==> src/rtl/multi_button_debounce_edge_latch_assert.svh <==
// Assertion macros shared by the debouncer modules.
`ifndef MULTI_BUTTON_DEBOUNCE_EDGE_LATCH_ASSERT_SVH
`define MULTI_BUTTON_DEBOUNCE_EDGE_LATCH_ASSERT_SVH

// Same-cycle implication, checked on every rising clock edge outside reset.
`define MBDEL_ASSERT_NOW(label, ante, cons, msg) \
  label: assert property (@(posedge clk_i) disable iff (!rst_ni) (ante) |-> (cons)) \
    else $error(msg);

// Next-cycle implication, checked on every rising clock edge outside reset.
`define MBDEL_ASSERT_NEXT(label, ante, cons, msg) \
  label: assert property (@(posedge clk_i) disable iff (!rst_ni) (ante) |=> (cons)) \
    else $error(msg);

`endif

==> src/rtl/mbdel_pkg.sv <==
package mbdel_pkg;

  // Number of buttons handled in parallel.
  localparam int unsigned ButtonW = 32;

  // Default length of the sample window.
  localparam int unsigned DepthDefault = 8;

  // All buttons pressed: the start value of the window AND.
  localparam logic [ButtonW-1:0] AllPressed = 32'hFFFF_FFFF;

  // Command codes.
  localparam logic CmdSample = 1'b0;
  localparam logic CmdStatus = 1'b1;

  // One step handed from the input register to the core.
  typedef struct packed {
    logic valid;
    logic cmd;
  } step_t;

endpackage

==> src/rtl/mbdel_in_if.sv <==
// Command channel: one command with its sample and mask per transfer.
interface mbdel_in_if
  import mbdel_pkg::*;
();
  logic               valid;
  logic               ready;
  logic               command;
  logic [ButtonW-1:0] raw_sample;
  logic [ButtonW-1:0] select_mask;

  modport source (output valid, output command, output raw_sample, output select_mask,
                  input ready);
  modport sink   (input valid, input command, input raw_sample, input select_mask,
                  output ready);
endinterface

==> src/rtl/mbdel_out_if.sv <==
// Result channel: the masked press flags of one status command per transfer.
interface mbdel_out_if
  import mbdel_pkg::*;
();
  logic               valid;
  logic               ready;
  logic [ButtonW-1:0] pressed_bits;

  modport source (output valid, output pressed_bits, input ready);
  modport sink   (input valid, input pressed_bits, output ready);
endinterface

==> src/rtl/mbdel_core.sv <==
`include "multi_button_debounce_edge_latch_assert.svh"

module mbdel_core
  import mbdel_pkg::*;
#(
  parameter int unsigned DEPTH = DepthDefault
) (
  input  logic               clk_i,
  input  logic               rst_ni,
  input  step_t              step_i,
  input  logic [ButtonW-1:0] raw_i,
  input  logic [ButtonW-1:0] mask_i,
  output logic [ButtonW-1:0] hit_o
);

  localparam int unsigned SlotW = (DEPTH > 1) ? $clog2(DEPTH) : 1;
  localparam logic [SlotW-1:0] LastSlot = SlotW'(DEPTH - 1);

  logic [ButtonW-1:0] hist_q [DEPTH];
  logic [SlotW-1:0]   slot_q, slot_d;
  logic [ButtonW-1:0] level_q, level_d;
  logic [ButtonW-1:0] press_q, press_d;
  logic               do_sample, do_status;

  assign do_sample = step_i.valid && (step_i.cmd == CmdSample);
  assign do_status = step_i.valid && (step_i.cmd == CmdStatus);

  // Flags selected by the status mask, taken before the clear.
  assign hit_o = press_q & mask_i;

  // Window AND with the new sample already in its slot.
  always_comb begin
    level_d = AllPressed;
    for (int k = 0; k < DEPTH; k++) begin
      if (SlotW'(k) == slot_q) begin
        level_d = level_d & raw_i;
      end else begin
        level_d = level_d & hist_q[k];
      end
    end
  end

  // Ring pointer wraps after the last slot.
  assign slot_d = (slot_q == LastSlot) ? '0 : slot_q + SlotW'(1);

  // A sample sets flags on rising levels; a status command clears what it read.
  always_comb begin
    press_d = press_q;
    if (do_sample) begin
      press_d = press_q | (level_d & ~level_q);
    end else if (do_status) begin
      press_d = press_q & ~hit_o;
    end
  end

  // Control state.
  always_ff @(posedge clk_i or negedge rst_ni) begin
    if (!rst_ni) begin
      slot_q  <= '0;
      level_q <= '0;
      press_q <= '0;
    end else begin
      press_q <= press_d;
      if (do_sample) begin
        slot_q  <= slot_d;
        level_q <= level_d;
      end
    end
  end

  // Sample history; it starts all zero so a fresh press needs a full window.
  always_ff @(posedge clk_i or negedge rst_ni) begin
    if (!rst_ni) begin
      for (int k = 0; k < DEPTH; k++) begin
        hist_q[k] <= '0;
      end
    end else if (do_sample) begin
      hist_q[slot_q] <= raw_i;
    end
  end

  `MBDEL_ASSERT_NEXT(a_status_clears, do_status, (press_q & $past(mask_i)) == '0, "selected flags not cleared")
  `MBDEL_ASSERT_NEXT(a_level_in_sample, do_sample, (level_q & ~$past(raw_i)) == '0, "level set without newest sample")
  `MBDEL_ASSERT_NEXT(a_idle_holds, !step_i.valid, $stable(slot_q) && $stable(level_q) && $stable(press_q), "state moved without a step")

endmodule

==> src/rtl/multi_button_debounce_edge_latch.sv <==
// Debouncer for 32 buttons with sticky press flags. A sample command stores one raw
// reading in a window of the last DEPTH readings; a button's level is high only when
// every reading in the window shows it pressed, and each rise of a level sets its
// press flag. A status command returns the flags under its mask and clears them.
// Rate: one command per clock cycle while no status command is stalled. A command passes
// an input register, the window logic and, for a status command, an output register,
// from which its result is presented. A status command waits in the input register
// only while the output register still holds a result that has not been taken.
`include "multi_button_debounce_edge_latch_assert.svh"

module multi_button_debounce_edge_latch
  import mbdel_pkg::*;
#(
  parameter int unsigned DEPTH = DepthDefault
) (
  input  logic        clk_i,
  input  logic        rst_ni,
  mbdel_in_if.sink    cmd_i,
  mbdel_out_if.source res_o
);

  logic               in_valid_q, in_valid_d;
  logic               cmd_q;
  logic [ButtonW-1:0] raw_q, mask_q;
  logic               out_valid_q, out_valid_d;
  logic [ButtonW-1:0] pressed_q;
  logic               out_free, advance, in_xfer;
  logic [ButtonW-1:0] hit;
  step_t              step;

  // The held command moves on when it needs no result slot or the slot is free.
  assign out_free = !out_valid_q || res_o.ready;
  assign advance  = in_valid_q && ((cmd_q == CmdSample) || out_free);
  assign cmd_i.ready = !in_valid_q || advance;
  assign in_xfer  = cmd_i.valid && cmd_i.ready;

  assign step.valid = advance;
  assign step.cmd   = cmd_q;

  mbdel_core #(
    .DEPTH (DEPTH)
  ) u_core (
    .clk_i  (clk_i),
    .rst_ni (rst_ni),
    .step_i (step),
    .raw_i  (raw_q),
    .mask_i (mask_q),
    .hit_o  (hit)
  );

  // Valid flags of the input and output registers.
  always_comb begin
    in_valid_d = in_valid_q;
    if (in_xfer) begin
      in_valid_d = 1'b1;
    end else if (advance) begin
      in_valid_d = 1'b0;
    end
    out_valid_d = out_valid_q;
    if (advance && (cmd_q == CmdStatus)) begin
      out_valid_d = 1'b1;
    end else if (res_o.ready) begin
      out_valid_d = 1'b0;
    end
  end

  always_ff @(posedge clk_i or negedge rst_ni) begin
    if (!rst_ni) begin
      in_valid_q  <= 1'b0;
      out_valid_q <= 1'b0;
    end else begin
      in_valid_q  <= in_valid_d;
      out_valid_q <= out_valid_d;
    end
  end

  // Payload registers.
  always_ff @(posedge clk_i) begin
    if (in_xfer) begin
      cmd_q  <= cmd_i.command;
      raw_q  <= cmd_i.raw_sample;
      mask_q <= cmd_i.select_mask;
    end
    if (advance && (cmd_q == CmdStatus)) begin
      pressed_q <= hit;
    end
  end

  assign res_o.valid        = out_valid_q;
  assign res_o.pressed_bits = pressed_q;

  `MBDEL_ASSERT_NEXT(a_status_waits, in_valid_q && (cmd_q == CmdStatus) && !out_free, in_valid_q && (cmd_q == CmdStatus), "stalled status command lost")
  `MBDEL_ASSERT_NOW(a_sample_never_stalls, in_valid_q && (cmd_q == CmdSample), cmd_i.ready, "sample command stalled")
  `MBDEL_ASSERT_NEXT(a_result_loaded, advance && (cmd_q == CmdStatus), out_valid_q, "status result not presented")

endmodule

==> src/flat_wrapper.sv <==
// flat-port wrapper written by rule: the top's interface ports become plain ports
module multi_button_debounce_edge_latch_flat import mbdel_pkg::*;
#(
  parameter int unsigned DEPTH = DepthDefault
)
  (clk_i, rst_ni, cmd_i_valid, cmd_i_command, cmd_i_raw_sample, cmd_i_select_mask, cmd_i_ready, res_o_valid, res_o_pressed_bits, res_o_ready);
  mbdel_in_if cmd_i_i ();
  mbdel_out_if res_o_i ();
  input  logic clk_i;
  input  logic rst_ni;
  input wire logic [$bits(cmd_i_i.valid)-1:0] cmd_i_valid;
  input wire logic [$bits(cmd_i_i.command)-1:0] cmd_i_command;
  input wire logic [$bits(cmd_i_i.raw_sample)-1:0] cmd_i_raw_sample;
  input wire logic [$bits(cmd_i_i.select_mask)-1:0] cmd_i_select_mask;
  output wire logic [$bits(cmd_i_i.ready)-1:0] cmd_i_ready;
  output wire logic [$bits(res_o_i.valid)-1:0] res_o_valid;
  output wire logic [$bits(res_o_i.pressed_bits)-1:0] res_o_pressed_bits;
  input wire logic [$bits(res_o_i.ready)-1:0] res_o_ready;
  assign cmd_i_i.valid = cmd_i_valid;
  assign cmd_i_i.command = cmd_i_command;
  assign cmd_i_i.raw_sample = cmd_i_raw_sample;
  assign cmd_i_i.select_mask = cmd_i_select_mask;
  assign cmd_i_ready = cmd_i_i.ready;
  assign res_o_valid = res_o_i.valid;
  assign res_o_pressed_bits = res_o_i.pressed_bits;
  assign res_o_i.ready = res_o_ready;
  multi_button_debounce_edge_latch #(.DEPTH(DEPTH)) u_core (.clk_i(clk_i), .rst_ni(rst_ni), .cmd_i(cmd_i_i), .res_o(res_o_i));
endmodule
==> config.mk <==
export PLATFORM = sky130hd
export DESIGN_NAME = multi_button_debounce_edge_latch_flat
export DESIGN_NICKNAME = d
export VERILOG_FILES = /design/src/rtl/mbdel_pkg.sv /design/src/rtl/mbdel_in_if.sv /design/src/rtl/mbdel_out_if.sv /design/src/rtl/mbdel_core.sv /design/src/rtl/multi_button_debounce_edge_latch.sv /design/src/flat_wrapper.sv
export VERILOG_INCLUDE_DIRS = /design/src /design/src/rtl
export SDC_FILE = /design/constraint.sdc
export NUM_CORES = 1
export LEC_CHECK = 0
export ABC_CLOCK_PERIOD_IN_PS = 2600
export BUFFER_PORTS_ARGS = -buffer_cell sky130_fd_sc_hd__buf_2
export CORE_MARGIN = 2
export CORE_UTILIZATION = 52
export CTS_BUF_LIST = sky130_fd_sc_hd__clkbuf_16
export DETAILED_ROUTE_END_ITERATION = 12
export PLACE_DENSITY = 0.72
export SLEW_MARGIN = 20
export SYNTH_ARGS = -nofsm -noshare
export SYNTH_HDL_FRONTEND = slang
export SYNTH_SLANG_ARGS = --single-unit
==> constraint.sdc <==
create_clock -name clk_i -period 2.6 [get_ports clk_i]
set_input_delay 0.26 -clock clk_i [delete_from_list [all_inputs] [get_ports clk_i]]
set_output_delay 0.26 -clock clk_i [all_outputs]
set_load 0.005 [all_outputs]
Yosys cells after proc, flatten, opt, wreduce, memory -nomap -nowiden:

Index checks and enable logic that the tools add are counted.

* add/subtract/negate cells: 1
* $lt $le $gt $ge: 2
* equal/unequal tests: 8
* multiplexer cells: 18
* bitwise logic cells: 22
* reduce and logical (&&, ||, !) cells: 14

Operators with widths (number)
* 32-bit bitwise AND: 17
* 32-bit two-way mux: 11
* 256-bit bitwise mux: 1
* 32-bit demux with 3-bit select: 1
* 32-bit NOT: 2
* 32-bit OR: 1
* 3-bit equality test, first input constant: 4
* 2-bit by 3-bit equality test with 1-bit output, first input constant: 2
* 2-bit nonzero test: 3
* 1-bit logical AND: 5
* 4-bit greater-or-equal comparator, second input constant: 1
* 4-bit by 1-bit < comparator with 1-bit output, second input constant: 1
* 1-bit two-way mux: 4
* 3-bit NOT with 4-bit output: 1
* 3-bit by 1-bit adder with 3-bit output, second input constant: 1
* 1-bit by 3-bit equality test with 1-bit output, first input constant: 1
* 3-bit equality test, second input constant: 1
* 3-bit zero test: 1
* 1-bit logical OR: 3
* 3-bit two-way mux: 1
* 1-bit zero test: 2
* 1-bit NOT: 1

* register bits after elaboration: 422
* logic and storage cells: 82

Depth between registers and ports, before layout:

Gate-level depths: netlist of run 1.

* depth after elaboration: 19
* depth in mapped cells: 9
* gate-level depth less buffers: 6

Cells and area by module:

Synthesis of run 1 repeated with hierarchy kept, for this count alone.

* cells, all modules: 1373
* area total of the unflattened synthesis: 18291.3 um^2

Modules (own cells, without submodules)
* mbdel_core: times used 1, cells each 1266, area each 15260.9 um^2, seq. area each 8082.8 um^2
* multi_button_debounce_edge_latch: times used 1, cells each 107, area each 3030.4 um^2, seq. area each 2962.8 um^2

Worst setup path after synthesis of run 1:

OpenSTA, ideal clock, no wires.

* kind: flip-flop to flip-flop
* start: register u_core.cmd_q
* end: register u_core.cmd_q, enable pin
* library setup time: 0.430 ns
* arrival time: 2.136 ns
* slack: 0.034 ns
* stages on the path, launching flop included: 3
* buffers on the path: 0
* period minus slack after synthesis: 2.566 ns
* path through: edfxtp_1 -> nand4b_1 -> and2_1

* longest elaborated chain between the ends: 5

Ends and longest elaborated chain
* from (decl): line multi_button_debounce_edge_latch.sv:23 `logic cmd_q;`
* from (signal assigned): line multi_button_debounce_edge_latch.sv:80 `cmd_q <= cmd_i.command;`
* 1-bit NOT: line multi_button_debounce_edge_latch.sv:33 `assign advance = in_valid_q && ((cmd_q == CmdSample) || out_free);`
* 1-bit logical OR: line multi_button_debounce_edge_latch.sv:33
* 1-bit logical AND: line multi_button_debounce_edge_latch.sv:33
* 1-bit logical OR: line multi_button_debounce_edge_latch.sv:34 `assign cmd_i.ready = !in_valid_q || advance;`
* via cmd_i_ready: line flat_wrapper.sv:15 `output wire logic [$bits(cmd_i_i.ready)-1:0] cmd_i_ready;`
* 1-bit logical AND: line multi_button_debounce_edge_latch.sv:35 `assign in_xfer = cmd_i.valid && cmd_i.ready;`

The timed path passes the listed nets, and every way through them passes these cells.
A chain may end at the register's enable or synchronous reset.

Worst setup path after layout of run 1:

* start: register u_core.u_core.slot_q[0]
* end: register u_core.u_core.press_q[8]

* longest elaborated chain between the ends: 19

Ends and longest elaborated chain
* from (decl): line mbdel_core.sv:20 `logic [SlotW-1:0] slot_q, slot_d;`
* from (signal assigned): line mbdel_core.sv:65 `slot_q <= slot_d;`
* 3-bit zero test: line mbdel_core.sv:35 `if (SlotW'(k) == slot_q) begin`
* 32-bit two-way mux: line mbdel_core.sv:35
* 32-bit bitwise AND (on tied branches): line mbdel_core.sv:38, mbdel_core.sv:36
* 32-bit two-way mux: line mbdel_core.sv:35
* 32-bit bitwise AND (on tied branches): line mbdel_core.sv:38, mbdel_core.sv:36
* 32-bit two-way mux: line mbdel_core.sv:35
* 32-bit bitwise AND (on tied branches): line mbdel_core.sv:38, mbdel_core.sv:36
* 32-bit two-way mux: line mbdel_core.sv:35
* (+3 left out)
* 32-bit two-way mux: line mbdel_core.sv:35
* 32-bit bitwise AND (on tied branches): line mbdel_core.sv:38, mbdel_core.sv:36
* 32-bit two-way mux: line mbdel_core.sv:35
* 32-bit bitwise AND (on tied branches): line mbdel_core.sv:38, mbdel_core.sv:36
* 32-bit two-way mux *: line mbdel_core.sv:35
* 32-bit bitwise AND *: line mbdel_core.sv:50 `press_d = press_q | (level_d & ~level_q);`
* 32-bit OR *: line mbdel_core.sv:50
* 32-bit two-way mux *: line mbdel_core.sv:49 `if (do_sample) begin`
* to (signal assigned): line mbdel_core.sv:63 `press_q <= press_d;`
* to (decl): line mbdel_core.sv:22 `logic [ButtonW-1:0] press_q, press_d;`

Mark *: on every way between the ends. The rest lies on a longest branch, timed or not.

==> results of run 1 <==
## sequential cells by signal (all words and copies together), names as in the netlist
name / cells
u_core.u_core.press_q: 32
u_core.res_o.valid: 1
u_core.in_valid_q: 1
u_core.raw_q: 32
u_core.u_core.level_q: 32
u_core.u_core.slot_q: 3
u_core.mask_q: 32
u_core.res_o.pressed_bits: 32
u_core.cmd_q: 1
u_core.u_core.hist_q: 256
## power by group
part / internal, mW / switching, mW / leakage (nW) / total (mW)
Clock: 3.64 / 2.52 / 0.730 / 6.15
Sequential: 8.75 / 1.31 / 5.11 / 10.1
Combinational: 2.93 / 2.64 / 3.84 / 5.57
## final cells by class
type / count / area (µm²) / share of cell area, %
Tap cell: 448 / 561 / 2.63
Inverter: 43 / 161 / 0.758
Sequential cell: 422 / 11000 / 51.9
Clock buffer: 47 / 1180 / 5.52
Timing Repair Buffer: 232 / 1830 / 8.61
Clock inverter: 32 / 236 / 1.11
Multi-Input combinational cell: 746 / 6290 / 29.5
## worst max path at each step
stage / to / slack, ns / cells past startpoint
floorplan: u_core.cmd_q / 0.03 / 2
global placement: u_core.u_core.press_q[3] / 0.24 / 7
detailed placement: u_core.u_core.press_q[3] / 0.14 / 7
CTS: u_core.u_core.press_q[3] / 0.13 / 7
global route: u_core.u_core.press_q[8] / 0.04 / 7
finish: u_core.u_core.press_q[8] / 0.19 / 7
## worst register-to-register path, stage by stage (launching register included)
cell       delay (ns)
dfrtp_1          0.37
ha_1             0.18
ha_1             0.17
buf_4            0.29
o22ai_1          0.14
a2111oi_1        0.56
o2111ai_1        0.35
o31ai_1          0.27
## cell usage in the layout (no fill, tap or decap), types with 16 or more instances in the layout
cell type	n
o31ai_1	24
buf_4	48
a21o_1	50
nand2_1	61
and2_1	32
inv_1	50
a22o_1	40
clkbuf_16	47
edfxtp_1	97
dlygate4sd3_1	67
o21ai_0	76
a21oi_1	23
a22oi_1	22
o221a_2	16
buf_2	101
dfrtp_1	324
o2111ai_1	24
mux2_2	252
## through the flow
step                hold slack [ns]  power (mW)
global route                 0.0877        22.8
finish                       0.0776        21.8
detailed placement            0.286        15.5
floorplan                   -0.0356        13.7
global placement              0.281        15.3
CTS                          0.0525        21.8
## layer usage
layer	track usage, %	vias to the layer above	share of wire, %
li1	-	5206	-
met1	34.2	6051	45
met2	40.4	340	48
met3	3.73	73	5.2
met4	6.28	0	2.0
met5	0	-	0
## what timing repair did
action	in CTS	in global routing
hold buffers	67	0
resized for setup	0	3
buffers inserted	0	3
hold endpoints to repair	131	0
setup endpoints to repair	0	6
## cell families (layout without fill, tap and decap cells)
logic type | count (synthesis) | count (layout) | share of synthesized area, %
and+or+nand+nor | 159 | 159 | 4.71
buffers and inverters | 116 | 354 | 3.12
AOI/OAI and AO/OA | 318 | 318 | 13.2
DFF | 422 | 422 | 62.0
adders and majority gates | 6 | 6 | 0.421
muxes | 263 | 263 | 16.6
==> impl_metrics.json, run 1 <==
{
  "ir_drop_mv": 0.649,
  "max_freq_mhz": 415,
  "rows": 67,
  "dp_hpwl_um": 26000,
  "htreeDepth": 2,
  "cap_violations": 0,
  "slew_headroom_pct": 59.8,
  "synth-edff-count": 97,
  "cp_max_fo": 17,
  "hp-class": "input port to flip-flop",
  "synth.top_cell.area_share_pct": 45.6,
  "cp_top_family": "compound AO/OA/AOI/OAI gates",
  "area_delta_synth_final_pct": 19.5,
  "placed_area_um2": 19200,
  "dieArea_um2": 35800,
  "dr.pass1.iters": 5,
  "die_y_um": 189,
  "outcome": "completed",
  "gp_congestion": 0.797,
  "design_area_um2": 21300,
  "grt_pass1_vias": 11800,
  "post-synth-top-count-cell": "dfrtp_1",
  "detail_route.vias_per_cell": 5.92,
  "diodes": 0,
  "leakage_nw": 9.68,
  "slowest_stage": "a2111oi_1",
  "start_util_pct": 53.0,
  "cp_common_cell": "ha_1",
  "cp-start-kind": "flip-flop",
  "setup_tns_ns": 0,
  "reg2reg_to": "u_core.u_core.press_q[8]",
  "cts_buffers": 43,
  "synth_cells": 1284,
  "synth_nets": 1359,
  "syn-cell-area_um2": 17800,
  "path_clk_slew_ns": 0.06,
  "grtUsageTotal_pct": 24.5,
  "finalWorstSetupSlack_ns": 0.191,
  "ant_nets": 0,
  "instances_no_fill": 1970,
  "clkSinkCount": 422,
  "rrSetupSlack_ns": 0.19,
  "grt_antenna_before_repair": 0,
  "crit_start": "u_core.u_core.slot_q[0]",
  "hold_violations": 0,
  "fillerInstances": 2494,
  "final_nets": 1563,
  "synth_area_leaders": "dfrtp_1 (46%), edfxtp_1 (16%), mux2_2 (16%), o21ai_0 (2.1%), a21o_1 (2.1%)",
  "clock-root-buffer": "clkbuf_16",
  "overflow": 0,
  "ys_ff_latch": 422,
  "ios": 103,
  "dp.cells": 1821,
  "avgSynthCellArea_um2": 13.9,
  "wl_um": 43300,
  "regToRegStartpoint": "u_core.u_core.slot_q[0]",
  "crit_path_cell_trace": "ha_1, ha_1, buf_4, o22ai_1, a2111oi_1, o2111ai_1, o31ai_1",
  "clk_latency_ns": 0.54,
  "hold_path_depth": 3,
  "async_flop_share_pct": 77.0,
  "required_ns": 3.04,
  "rsz0062_at_grt": "false",
  "core_um2": 33600,
  "grt_pass1_wl_um": 67400,
  "synth.yosys.seq_area_share_pct": 62.0,
  "finalCoreUtilization_pct": 63.4,
  "yosysTopAreaCell": "dfrtp_1",
  "critPathBufInv": 1,
  "period_share_pct": 92.7,
  "ff2ff_path_depth": 7,
  "dpl_worst_slack_ns": 0.141,
  "min_period_ns": 2.41,
  "clk_path_buf_depth": 3,
  "critPathCaptureType": "flip-flop",
  "route.vias.total": 11700,
  "drive_gt1_share_pct": 34.2,
  "holdPathEnd": "u_core.in_valid_q",
  "detail_route.wl_per_cell_um": 22.0,
  "setup.worst_path.class": "flip-flop to flip-flop",
  "worstPathArrival_ns": 2.85,
  "port_buffers": 102,
  "tightest_slew_ns": 0.604,
  "synth.distinct_cells": 49,
  "synth_ff_type": "dfrtp_1",
  "ys_top_cells_by_count": "dfrtp_1 (325), mux2_2 (252), edfxtp_1 (97)",
  "yosys_warnings": 0,
  "slew_violations": 0,
  "first_iter_violations": 766,
  "min-delay-start": "res_o_ready",
  "grt_max_degree": 73,
  "die_w_um": 189,
  "cp_slowest_stage_delay_ns": 0.56,
  "clock_skew_ns": 0.0121,
  "pwr_density_cell_nw_per_um2": 1020,
  "route.detailed.drc": 0,
  "cts_tree": "built",
  "setup_viol": 0
}
(Power assumes the default switching activity.)
==> run 2, diff against run 1 <==
Settings changed: CTS_CLUSTER_SIZE set to 12, PLACE_DENSITY 0.72 to not set, PLACE_DENSITY_LB_ADDON set to 0.15.
==> run 2 against run 1 <==
Compared with the run above: count of clock-buffer cells in the layout did not move; total power decreased by 1.8%; cell count down 0.30%; flip-flop and latch count is the same; combinational power about the same; wire length down 1.0%; first-iteration DRC count grew 6.1%; largest cell class unchanged; largest power group unchanged.
==> impl_metrics.json, run 2 (synthesized netlist as in run 1, its figures left out) <==
{
  "worstPathArrival_ns": 2.83,
  "hold_violations": 0,
  "worst-path-stages": 7,
  "cp_common_cell": "ha_1",
  "grt_pass1_wl_um": 66800,
  "ant_nets": 0,
  "dp_hpwl_um": 25300,
  "rsz0062_at_grt": "false",
  "final_common_cell": "dfrtp_1",
  "period_share_pct": 93.5,
  "cts_tree": "built",
  "critPathCaptureType": "flip-flop",
  "detail_route.vias_per_cell": 5.85,
  "critPathBufInv": 1,
  "largest_register_ffs": 256,
  "hp-class": "input port to flip-flop",
  "fillerInstances": 2571,
  "crit_path_cell_trace": "ha_1, ha_1, or4_4, nor2_2, buf_12, o21ai_0, o41ai_1",
  "core_um2": 33600,
  "internal-power_mw": 15.0,
  "mostFrequentLayoutCells": "dfrtp_1 (324), mux2_2 (252), buf_2 (101)",
  "slew_violations": 0,
  "die_w_um": 189,
  "cts_buffers": 44,
  "instances_no_fill": 1964,
  "cp-start-kind": "flip-flop",
  "min_period_ns": 2.43,
  "clk_latency_ns": 0.53,
  "dr.pass1.iters": 5,
  "design_area_um2": 21200,
  "grt_antenna_before_repair": 2,
  "die_y_um": 189,
  "route.vias.total": 11500,
  "seq_power_share_pct": 47.0,
  "grtUsageTotal_pct": 24.3,
  "ff2ff_path_depth": 7,
  "netSwitchingFraction_pct": 29.9,
  "cap_violations": 0,
  "tightest_slew_ns": 0.528,
  "slowest_stage": "or4_4",
  "cp_max_fo": 19,
  "drive_gt1_share_pct": 32.8,
  "placed_area_um2": 19200,
  "required_ns": 3.00,
  "setup.worst_path.class": "flip-flop to flip-flop",
  "wl_um": 42800,
  "grt_max_degree": 72,
  "final_nets": 1558,
  "port_buffers": 102,
  "hold_path_depth": 3,
  "clkSinkCount": 422,
  "htreeDepth": 2,
  "gp_congestion": 0.812,
  "start_util_pct": 53.0,
  "pwr-share-comb_pct": 26.1,
  "dieArea_um2": 35800,
  "leakage_nw": 9.67,
  "overflow": 0,
  "clock_skew_ns": 0.0102,
  "setup_viol": 0,
  "p_sw_mw": 6.39,
  "cp_top_family": "simple AND/OR/NAND/NOR gates",
  "first_iter_violations": 813,
  "cp_slowest_stage_delay_ns": 0.53,
  "route.detailed.drc": 0,
  "setup_tns_ns": 0,
  "clock-root-buffer": "clkbuf_16",
  "detail_route.wl_per_cell_um": 21.8,
  "grt_pass1_vias": 11700,
  "max_freq_mhz": 411,
  "ctsResizeCount": 0,
  "clk_path_buf_depth": 3,
  "top_register": "u_core.u_core.hist_q",
  "ir_drop_mv": 0.485,
  "ios": 103,
  "area_delta_synth_final_pct": 19.0,
  "dp.cells": 1815,
  "p_clk_share_pct": 27.0,
  "rows": 67,
  "path_clk_slew_ns": 0.06,
  "outcome": "completed",
  "diodes": 0,
  "pwr_density_cell_nw_per_um2": 1010,
  "slew_headroom_pct": 64.8
}
==> run 2: cell types whose count changed in the layout (fill, tap and decap cells not counted), moves of 2 or more <==
cell	delta
nand3_2	-3
buf_12	+7
bufinv_16	-3
clkinv_1	-4
nand3_1	+3
nor2b_2	-2
clkinv_2	-8
inv_1	+15
nor2b_1	+2
buf_6	-2
buf_4	-11
==> run 2: metrics by stage <==
stage / hold WS, ns / setup WS [ns] / utilization, % / total power, mW
floorplan: -0.0356 / 0.0335 / - / 13.7
global placement: 0.204 / 0.323 / 57.1 / 15.3
detailed placement: 0.207 / 0.235 / 57.1 / 15.6
CTS: 0.0721 / 0.171 / 63.1 / 21.5
global route: 0.128 / 0.00120 / 63.1 / 22.5
finish: 0.0860 / 0.168 / 63.1 / 21.4
==> run 2: worst paths after layout <==
kind / slack (ns) / endpoint / startpoint
max: 0.17 / u_core.u_core.press_q[30] / u_core.u_core.slot_q[0]
min: 0.09 / u_core.in_valid_q / res_o_ready
max reg2reg: 0.17 / u_core.u_core.press_q[30] / u_core.u_core.slot_q[0]
min reg2reg: 0.46 / u_core.u_core.press_q[28] / u_core.u_core.level_q[28]
max in group asynchronous: 1.56 / u_core.u_core.hist_q[142] / rst_ni
min in group asynchronous: 0.23 / u_core.u_core.hist_q[37] / rst_ni
==> run 2: area by class of cell <==
cell class	instances	area [µm²]	area share, %
tap	448	561	2.64
sequential	422	11000	52.1
clock inverter	32	148	0.696
multi-input combinational	746	6260	29.5
timing repair buffer	226	1870	8.81
clock buffer	47	1180	5.54
inverter	43	161	0.761
==> run 2: timing repair <==
item / 4_1_cts / 5_1_grt
setup endpoints to repair: 0 / 1
hold buffers: 67 / 0
endpoints found under the hold margin: 113 / 0
buffers inserted: 0 / 3
==> run 2: per-layer routing <==
| layer | wire, µm | global-route usage [%] | vias to the layer above |
|---|---|---|---|
| li1 | - | - | 5195 |
| met1 | 20000 | 35.2 | 5931 |
| met3 | 2340 | 3.73 | 66 |
| met5 | 0 | 0 | - |
| met2 | 19700 | 38.9 | 298 |
| met4 | 843 | 5.92 | 0 |
==> run 2: power by group through the flow <==
stage / combinational [mW] / clock [mW] / sequential (mW)
after floorplan: 3.96 / 0 / 9.73
after global placement: 5.32 / 0 / 10.0
after detailed placement: 5.47 / 0 / 10.1
after CTS: 5.57 / 5.88 / 10.0
after global routing: 6.05 / 6.14 / 10.3
final: 5.58 / 5.77 / 10.0
==> run 2: tightest hold or removal path: stages <==
cell and delay [ns]:
buf_2 0.09, nand4b_1 0.14, nand2b_1 0.08
